$ cat src/sv/rat_pkg.sv
package rat_pkg;

  // reference count width and its ceiling
  localparam int CNT_W = 8;
  localparam logic [CNT_W-1:0] COUNT_LIMIT = 8'd254;

  // command codes
  localparam logic CMD_ALLOC = 1'b0;
  localparam logic CMD_FREE  = 1'b1;

  // result status codes
  typedef enum logic [2:0] {
    ST_EXISTING    = 3'd0,
    ST_NEW         = 3'd1,
    ST_FULL        = 3'd2,
    ST_DECREMENTED = 3'd3,
    ST_IGNORED     = 3'd4
  } rat_status_t;

  // sequencer states
  typedef enum logic [2:0] {
    S_IDLE,
    S_MATCH,
    S_ALLOC,
    S_REL,
    S_DONE
  } rat_state_t;

  // input item
  typedef struct packed {
    logic        command;
    logic [15:0] lookup_address;
    logic [5:0]  slot_index;
  } rat_in_t;

  // result item
  typedef struct packed {
    logic [2:0] status;
    logic [5:0] result_slot;
    logic [7:0] count_after;
  } rat_out_t;

endpackage

$ cat src/sv/rat_cell.sv
module rat_cell #(
  parameter int ADDR_BITS = 16
) (
  input  logic                      clk,
  input  logic                      rst_n,
  input  logic                      shift,
  input  logic [ADDR_BITS-1:0]      nbr_addr,
  input  logic [rat_pkg::CNT_W-1:0] nbr_cnt,
  output logic [ADDR_BITS-1:0]      cell_addr,
  output logic [rat_pkg::CNT_W-1:0] cell_cnt
);
  import rat_pkg::*;

  logic [ADDR_BITS-1:0] addr_r;
  logic [CNT_W-1:0]     cnt_r;

  // one table entry, takes its neighbor's entry when the ring turns
  always_ff @(posedge clk) begin
    if (!rst_n) begin
      addr_r <= '0;
      cnt_r  <= '0;
    end else if (shift) begin
      addr_r <= nbr_addr;
      cnt_r  <= nbr_cnt;
    end
  end

  assign cell_addr = addr_r;
  assign cell_cnt  = cnt_r;

endmodule

$ cat src/sv/rat_ctrl.sv
module rat_ctrl #(
  parameter int ENTRIES   = 64,
  parameter int ADDR_BITS = 16
) (
  input  logic                      clk,
  input  logic                      rst_n,
  input  logic                      in_valid,
  output logic                      in_stall,
  input  rat_pkg::rat_in_t          in_item,
  output logic                      out_valid,
  input  logic                      out_stall,
  output rat_pkg::rat_out_t         out_item,
  input  logic [ADDR_BITS-1:0]      head_addr,
  input  logic [rat_pkg::CNT_W-1:0] head_cnt,
  output logic                      ring_shift,
  output logic [ADDR_BITS-1:0]      wb_addr,
  output logic [rat_pkg::CNT_W-1:0] wb_cnt
);
  import rat_pkg::*;

  localparam int IDX_W = $clog2(ENTRIES);
  localparam int LW    = (ADDR_BITS < 16) ? ADDR_BITS : 16;
  localparam logic [IDX_W-1:0] LAST_IDX = IDX_W'(ENTRIES - 1);

  rat_state_t           state_r, state_nxt;
  logic [IDX_W-1:0]     k_r, k_nxt;
  logic                 found_r, found_nxt;
  rat_out_t             res_r, res_nxt;
  rat_out_t             out_r, out_nxt;
  logic                 out_valid_r, out_valid_nxt;
  logic [ADDR_BITS-1:0] req_addr_r;
  logic [IDX_W-1:0]     req_idx_r;
  logic                 req_ok_r;

  logic accept;
  logic last;
  logic match_hit;
  logic free_hit;
  logic rel_hit;

  // handshake and scan position
  assign accept = in_valid && (state_r == S_IDLE);
  assign last   = (k_r == LAST_IDX);

  // per-cycle tests on the entry sitting at the head of the ring
  assign match_hit = (state_r == S_MATCH) && !found_r && (head_cnt != '0) &&
                     (head_cnt < COUNT_LIMIT) && (head_addr == req_addr_r);
  assign free_hit  = (state_r == S_ALLOC) && !found_r && (head_cnt == '0);
  assign rel_hit   = (state_r == S_REL) && req_ok_r && (k_r == req_idx_r) &&
                     (head_cnt != '0);

  // ring turns once per scan cycle
  assign ring_shift = (state_r == S_MATCH) || (state_r == S_ALLOC) ||
                      (state_r == S_REL);

  // updated head entry written back at the tail
  always_comb begin
    wb_addr = head_addr;
    wb_cnt  = head_cnt;
    if (match_hit) begin
      wb_cnt = head_cnt + CNT_W'(1);
    end
    if (free_hit) begin
      wb_addr = req_addr_r;
      wb_cnt  = CNT_W'(1);
    end
    if (rel_hit) begin
      wb_cnt = head_cnt - CNT_W'(1);
      if (head_cnt == CNT_W'(1)) begin
        wb_addr = '0;
      end
    end
  end

  // sequencer next state and result tracking
  always_comb begin
    state_nxt     = state_r;
    k_nxt         = k_r;
    found_nxt     = found_r;
    res_nxt       = res_r;
    out_nxt       = out_r;
    out_valid_nxt = out_valid_r && out_stall;
    unique case (state_r)
      S_IDLE: begin
        if (in_valid) begin
          k_nxt               = '0;
          found_nxt           = 1'b0;
          res_nxt.result_slot = '0;
          res_nxt.count_after = '0;
          if (in_item.command == CMD_FREE) begin
            res_nxt.status = ST_IGNORED;
            state_nxt      = S_REL;
          end else begin
            res_nxt.status = ST_FULL;
            state_nxt      = S_MATCH;
          end
        end
      end
      S_MATCH: begin
        if (match_hit) begin
          found_nxt           = 1'b1;
          res_nxt.status      = ST_EXISTING;
          res_nxt.result_slot = 6'(k_r);
          res_nxt.count_after = head_cnt + CNT_W'(1);
        end
        k_nxt = last ? '0 : k_r + IDX_W'(1);
        if (last) begin
          state_nxt = (found_r || match_hit) ? S_DONE : S_ALLOC;
        end
      end
      S_ALLOC: begin
        if (free_hit) begin
          found_nxt           = 1'b1;
          res_nxt.status      = ST_NEW;
          res_nxt.result_slot = 6'(k_r);
          res_nxt.count_after = CNT_W'(1);
        end
        k_nxt = last ? '0 : k_r + IDX_W'(1);
        if (last) begin
          state_nxt = S_DONE;
        end
      end
      S_REL: begin
        if (rel_hit) begin
          found_nxt           = 1'b1;
          res_nxt.status      = ST_DECREMENTED;
          res_nxt.result_slot = 6'(k_r);
          res_nxt.count_after = head_cnt - CNT_W'(1);
        end
        k_nxt = last ? '0 : k_r + IDX_W'(1);
        if (last) begin
          state_nxt = S_DONE;
        end
      end
      S_DONE: begin
        if (!out_valid_r || !out_stall) begin
          out_valid_nxt = 1'b1;
          out_nxt       = res_r;
          state_nxt     = S_IDLE;
        end
      end
      default: begin
        state_nxt = S_IDLE;
      end
    endcase
  end

  // control registers
  always_ff @(posedge clk) begin
    if (!rst_n) begin
      state_r     <= S_IDLE;
      k_r         <= '0;
      found_r     <= 1'b0;
      out_valid_r <= 1'b0;
    end else begin
      state_r     <= state_nxt;
      k_r         <= k_nxt;
      found_r     <= found_nxt;
      out_valid_r <= out_valid_nxt;
    end
  end

  // payload registers
  always_ff @(posedge clk) begin
    res_r <= res_nxt;
    out_r <= out_nxt;
    if (accept) begin
      req_addr_r <= ADDR_BITS'(in_item.lookup_address[LW-1:0]);
      req_idx_r  <= IDX_W'(in_item.slot_index);
      req_ok_r   <= (32'(in_item.slot_index) < ENTRIES);
    end
  end

  assign in_stall  = (state_r != S_IDLE);
  assign out_valid = out_valid_r;
  assign out_item  = out_r;

endmodule

$ cat src/sv/refcounted_address_table_top.sv
// Reference-counted address intern table. The ENTRIES slots (address plus
// 8-bit count) live in a ring of cells that turns by one slot each cycle while
// a scan runs, past a single compare and update unit at its head. An item is
// accepted, the ring makes one full turn per scan, and the result then goes
// into the output register: free and an alloc of an address already held
// below count 254 each take one scan, and any other alloc (new slot or table
// full) takes two scans. One item is worked on at a time; a new item is taken
// while the previous result still waits on out_stall. Reset clears every slot
// at once.
module refcounted_address_table_top #(
  parameter int ENTRIES   = 64,
  parameter int ADDR_BITS = 16
) (
  input  logic              clk,
  input  logic              rst_n,
  input  logic              in_valid,
  output logic              in_stall,
  input  rat_pkg::rat_in_t  in_item,
  output logic              out_valid,
  input  logic              out_stall,
  output rat_pkg::rat_out_t out_item
);
  import rat_pkg::*;

  logic [ADDR_BITS-1:0] cell_addr [ENTRIES];
  logic [CNT_W-1:0]     cell_cnt  [ENTRIES];
  logic                 ring_shift;
  logic [ADDR_BITS-1:0] wb_addr;
  logic [CNT_W-1:0]     wb_cnt;

  // sequencer at the ring head
  rat_ctrl #(
    .ENTRIES   (ENTRIES),
    .ADDR_BITS (ADDR_BITS)
  ) u_ctrl (
    .clk        (clk),
    .rst_n      (rst_n),
    .in_valid   (in_valid),
    .in_stall   (in_stall),
    .in_item    (in_item),
    .out_valid  (out_valid),
    .out_stall  (out_stall),
    .out_item   (out_item),
    .head_addr  (cell_addr[0]),
    .head_cnt   (cell_cnt[0]),
    .ring_shift (ring_shift),
    .wb_addr    (wb_addr),
    .wb_cnt     (wb_cnt)
  );

  // ring of slot cells, the last one takes the updated head entry
  for (genvar i = 0; i < ENTRIES; i++) begin : g_cell
    if (i == ENTRIES - 1) begin : g_tail
      rat_cell #(
        .ADDR_BITS (ADDR_BITS)
      ) u_cell (
        .clk       (clk),
        .rst_n     (rst_n),
        .shift     (ring_shift),
        .nbr_addr  (wb_addr),
        .nbr_cnt   (wb_cnt),
        .cell_addr (cell_addr[i]),
        .cell_cnt  (cell_cnt[i])
      );
    end else begin : g_body
      rat_cell #(
        .ADDR_BITS (ADDR_BITS)
      ) u_cell (
        .clk       (clk),
        .rst_n     (rst_n),
        .shift     (ring_shift),
        .nbr_addr  (cell_addr[i+1]),
        .nbr_cnt   (cell_cnt[i+1]),
        .cell_addr (cell_addr[i]),
        .cell_cnt  (cell_cnt[i])
      );
    end
  end

endmodule

$ cat config.mk
export PLATFORM = sky130hd
export DESIGN_NAME = refcounted_address_table_top
export DESIGN_NICKNAME = d
export VERILOG_FILES = /design/src/sv/rat_pkg.sv /design/src/sv/rat_cell.sv /design/src/sv/rat_ctrl.sv /design/src/sv/refcounted_address_table_top.sv
export SDC_FILE = /design/constraint.sdc
export NUM_CORES = 2
export LEC_CHECK = 0
export CORE_MARGIN = 10
export CORE_UTILIZATION = 35
export DETAILED_ROUTE_END_ITERATION = 10
export DONT_BUFFER_PORTS = 1
export SYNTH_ARGS = -nofsm -noshare
export SYNTH_HDL_FRONTEND = slang
export SYNTH_HIERARCHICAL = 1
export SYNTH_SLANG_ARGS = --single-unit
$ cat constraint.sdc
create_clock -name clk -period 5.5 [get_ports clk]
set_input_delay 1.1 -clock clk [delete_from_list [all_inputs] [get_ports clk]]
set_output_delay 1.1 -clock clk [all_outputs]
set_load 0.05 [all_outputs]
==> results.toml <==
[die]
fp-row-count = 155
initial_core_util = 0.352
die-area_um2 = 197000
die_x_um = 444
boundaryPins = 46
die_h_um = 444
core_um2 = 179000

[sta]
worst_pin_slew_ps = 5310
setup_viol = 0
fin_tns_setup_ps = 0
hold_viol_final = 0
clock.fmax_mhz = 213
final.setup_skew_ps = 16.4
grt_setup_unrepaired = "false"
slew_viol_final = 1376
slew_headroom = -2.54
post-route-min-period_ps = 4690
min_period_over_period = 0.853

[cts]
cts_max_path_buffers = 3
hold_buffers = 0
cts.clk_slew.worst_paths_ps = 60
cts_tree = "done"
post_cts_buffers = 0
cts-root-buf = "clkbuf_16"
htree_levels = 4
clkLatencyLatePin_ps = 770
cts_sinks = 1603
cts_buffers = 163
cts-resized-gates = 0

[route]
via_per_inst = 4.33
post-route-drc-count = 0
wl_um = 91700
postRouteAntennaNets = 0
avgRoutedWirePerCell_um = 12.0
drt_iter0_markers = 1872
via_count = 33100
first_pass_iters = 5

[global_route]
grt_max_degree = 1547
grt_pass1_wl_um = 157000
grt-ovfl-total = 0
first_global_vias = 32700
antenna_found_initial = 10
gr-usage-all-layers = 0.0914

[cells_and_area]
drive_gt1_frac = 0.0595
area_delta_synth_final_pct = 8.19
layout.cells.most_common = "dfxtp_1"
layout_common_cells = "dfxtp_1, nor2b_1, mux2i_1, clkbuf_16, edfxtp_1"
fillers = 17400
nets = 5173
layoutNonFillerInstCount = 7633

[logic_synthesis]
synth_edf_count = 56
ys_seq_area_frac = 0.518
async_reset_ff_frac = 0
synth_ff_type = "dfxtp_1"
syn_nets = 5298
avgSynthCellArea_um2 = 12.0
synth_cell_type_count = 53
synth-seq-cells = 1603
synthCells = 5266
yosys_warnings = 6
syn_area_um2 = 63000

[critical_path]
critical_path.top_delay_family = "simple AND/OR/NAND/NOR gates"
crit_buf_inv = 0
critPathSlowestCell = "nor2b_1"
cpPeakStageDelay_ps = 1300
crit_chain = "nor2b_1, and2_1, a32o_1"
crit_path_end_kind = "register"
worstPathArrival_ps = 5340
critPathKind = "in -> reg"
crit_end = "u_ctrl/found_r"
cp_max_fo = 1546
required_ps = 6150
r2r_cells = 6
r2r-start = "u_ctrl/state_r[1]"
setup.worst_path.start_class = "primary input"
crit_cells = 3
rr_endpoint = "g_cell[29].g_body.u_cell/cell_addr[15]"
ff2ff_setup_slack_ps = 2260
crit_path_start = "rst_n"

[power]
power_leakage_nw = 24.4
fin_total_pwr_mw = 25.2
ir_worst_vdd_mv = 0.331
power_density_nw_per_um2 = 369

[placement]
port-buffer-count = 0
dp_hpwl_um = 50300
gp_congestion = 0.701
placed_cells = 7331

[job]
cap_viol_max_count = 0

[run_status]
status = "complete, but fails checks"
failed_checks = "max-slew violations"

[worst_hold_path]
hold_class = "reg -> reg"
==> cells by family after synthesis <==
group | share of synthesized area
and+or+nand+nor | 0.164
DFF | 0.518
muxes | 0.244
buffers and inverters | 0.0621
AOI/OAI and AO/OA | 0.00619
xor gates and xnor gates | 0.00403
adders and majority gates | 0.000993
==> per-stage QoR <==
stage	cell area [µm²]	util	hold slack (ps)	worst slack, ps
6_report	68200	0.381	420	808
5_1_grt	68200	0.381	364	2120
4_1_cts	68200	0.381	341	2190
3_5_place_dp	62700	0.351	407	2350
3_3_place_gp	62700	0.351	406	2390
2_1_floorplan	63000	-	400	969
==> synth_stat cells (2+ instances only) <==
master / instances / area [µm²]
a221oi_1: 3 / 26.3
a31oi_1: 6 / 37.5
nand3_1: 10 / 50.1
and2_1: 10 / 62.6
o31ai_1: 3 / 22.5
nor3_1: 6 / 30.0
nand2b_1: 2 / 12.5
buf_2: 4 / 20.0
o311ai_0: 2 / 17.5
mux2i_1: 1538 / 15400
nor2b_1: 1541 / 9640
a211oi_1: 2 / 15.0
a21oi_1: 28 / 140
nor4_1: 3 / 18.8
buf_12: 128 / 2560
nor4_2: 2 / 25.0
o21ai_0: 9 / 45.0
and3_1: 8 / 50.1
xor2_1: 9 / 78.8
nand4_1: 6 / 37.5
edfxtp_1: 56 / 1680
nand2_1: 52 / 195
xnor2_1: 20 / 175
ha_1: 5 / 62.6
nor2_1: 26 / 97.6
inv_1: 8 / 30.0
or3_1: 3 / 18.8
clkbuf_1: 135 / 507
buf_6: 69 / 777
nor3b_1: 2 / 15.0
dfxtp_1: 1547 / 31000
or2_2: 2 / 12.5
==> registers in the layout, indices dropped and copies added (netlist names), 8 cells and up <==
register and flops:
g_cell.g_body.u_cell/cell_addr 1008, u_ctrl/res_r 17, g_cell.g_body.u_cell/cell_cnt 504, u_ctrl/req_addr_r 16
g_cell.g_tail.u_cell/cell_addr 16, u_ctrl/out_item 17, g_cell.g_tail.u_cell/cell_cnt 8
==> how the worst min path moves through the flow <==
stage | from | endpoint | slack, ps | cells past startpoint
floorplan | u_ctrl/res_r[0] | u_ctrl/out_item[0] | 400 | 0
global placement | u_ctrl/res_r[15] | u_ctrl/out_item[15] | 410 | 0
detailed placement | u_ctrl/res_r[15] | u_ctrl/out_item[15] | 410 | 0
CTS | in_item[15] | u_ctrl/req_addr_r[9] | 340 | 0
global route | in_item[15] | u_ctrl/req_addr_r[9] | 360 | 0
finish | u_ctrl/res_r[16] | u_ctrl/out_item[16] | 420 | 0
==> worst register-to-register path: stages (launching register included) <==
cell	delay, ps
dfxtp_1	680
nor2_1	160
or2_2	400
inv_8	710
buf_12	640
mux2i_1	440
nor2b_1	60
==> area by class of cell <==
type / count / area, µm² / area share
clock buffer: 260 / 4990 / 0.0732
antenna: 1 / 2.50 / 0.0000367
clock inverter: 41 / 487 / 0.00714
sequential: 1603 / 32700 / 0.479
inverter: 8 / 37.5 / 0.000550
timing repair buffer: 49 / 593 / 0.00870
multi-input combinational: 3316 / 26500 / 0.388
tap: 2355 / 2950 / 0.0432
==> where the power goes <==
part | switching, mW | leakage [nW] | total (mW) | internal [mW]
Sequential | 0.0332 | 13.0 | 11.8 | 11.7
Combinational | 1.16 | 8.70 | 2.35 | 1.19
Clock | 4.45 | 2.70 | 11.1 | 6.61
==> routing by layer <==
| metal | GRT usage | part of all wire |
|---|---|---|
| met2 | 0.157 | 0.47 |
| met3 | 0.0186 | 0.031 |
| met1 | 0.110 | 0.47 |
| met5 | 0 | 0 |
| met4 | 0.0398 | 0.032 |
No activity file was read; power rests on OpenSTA's default activity.
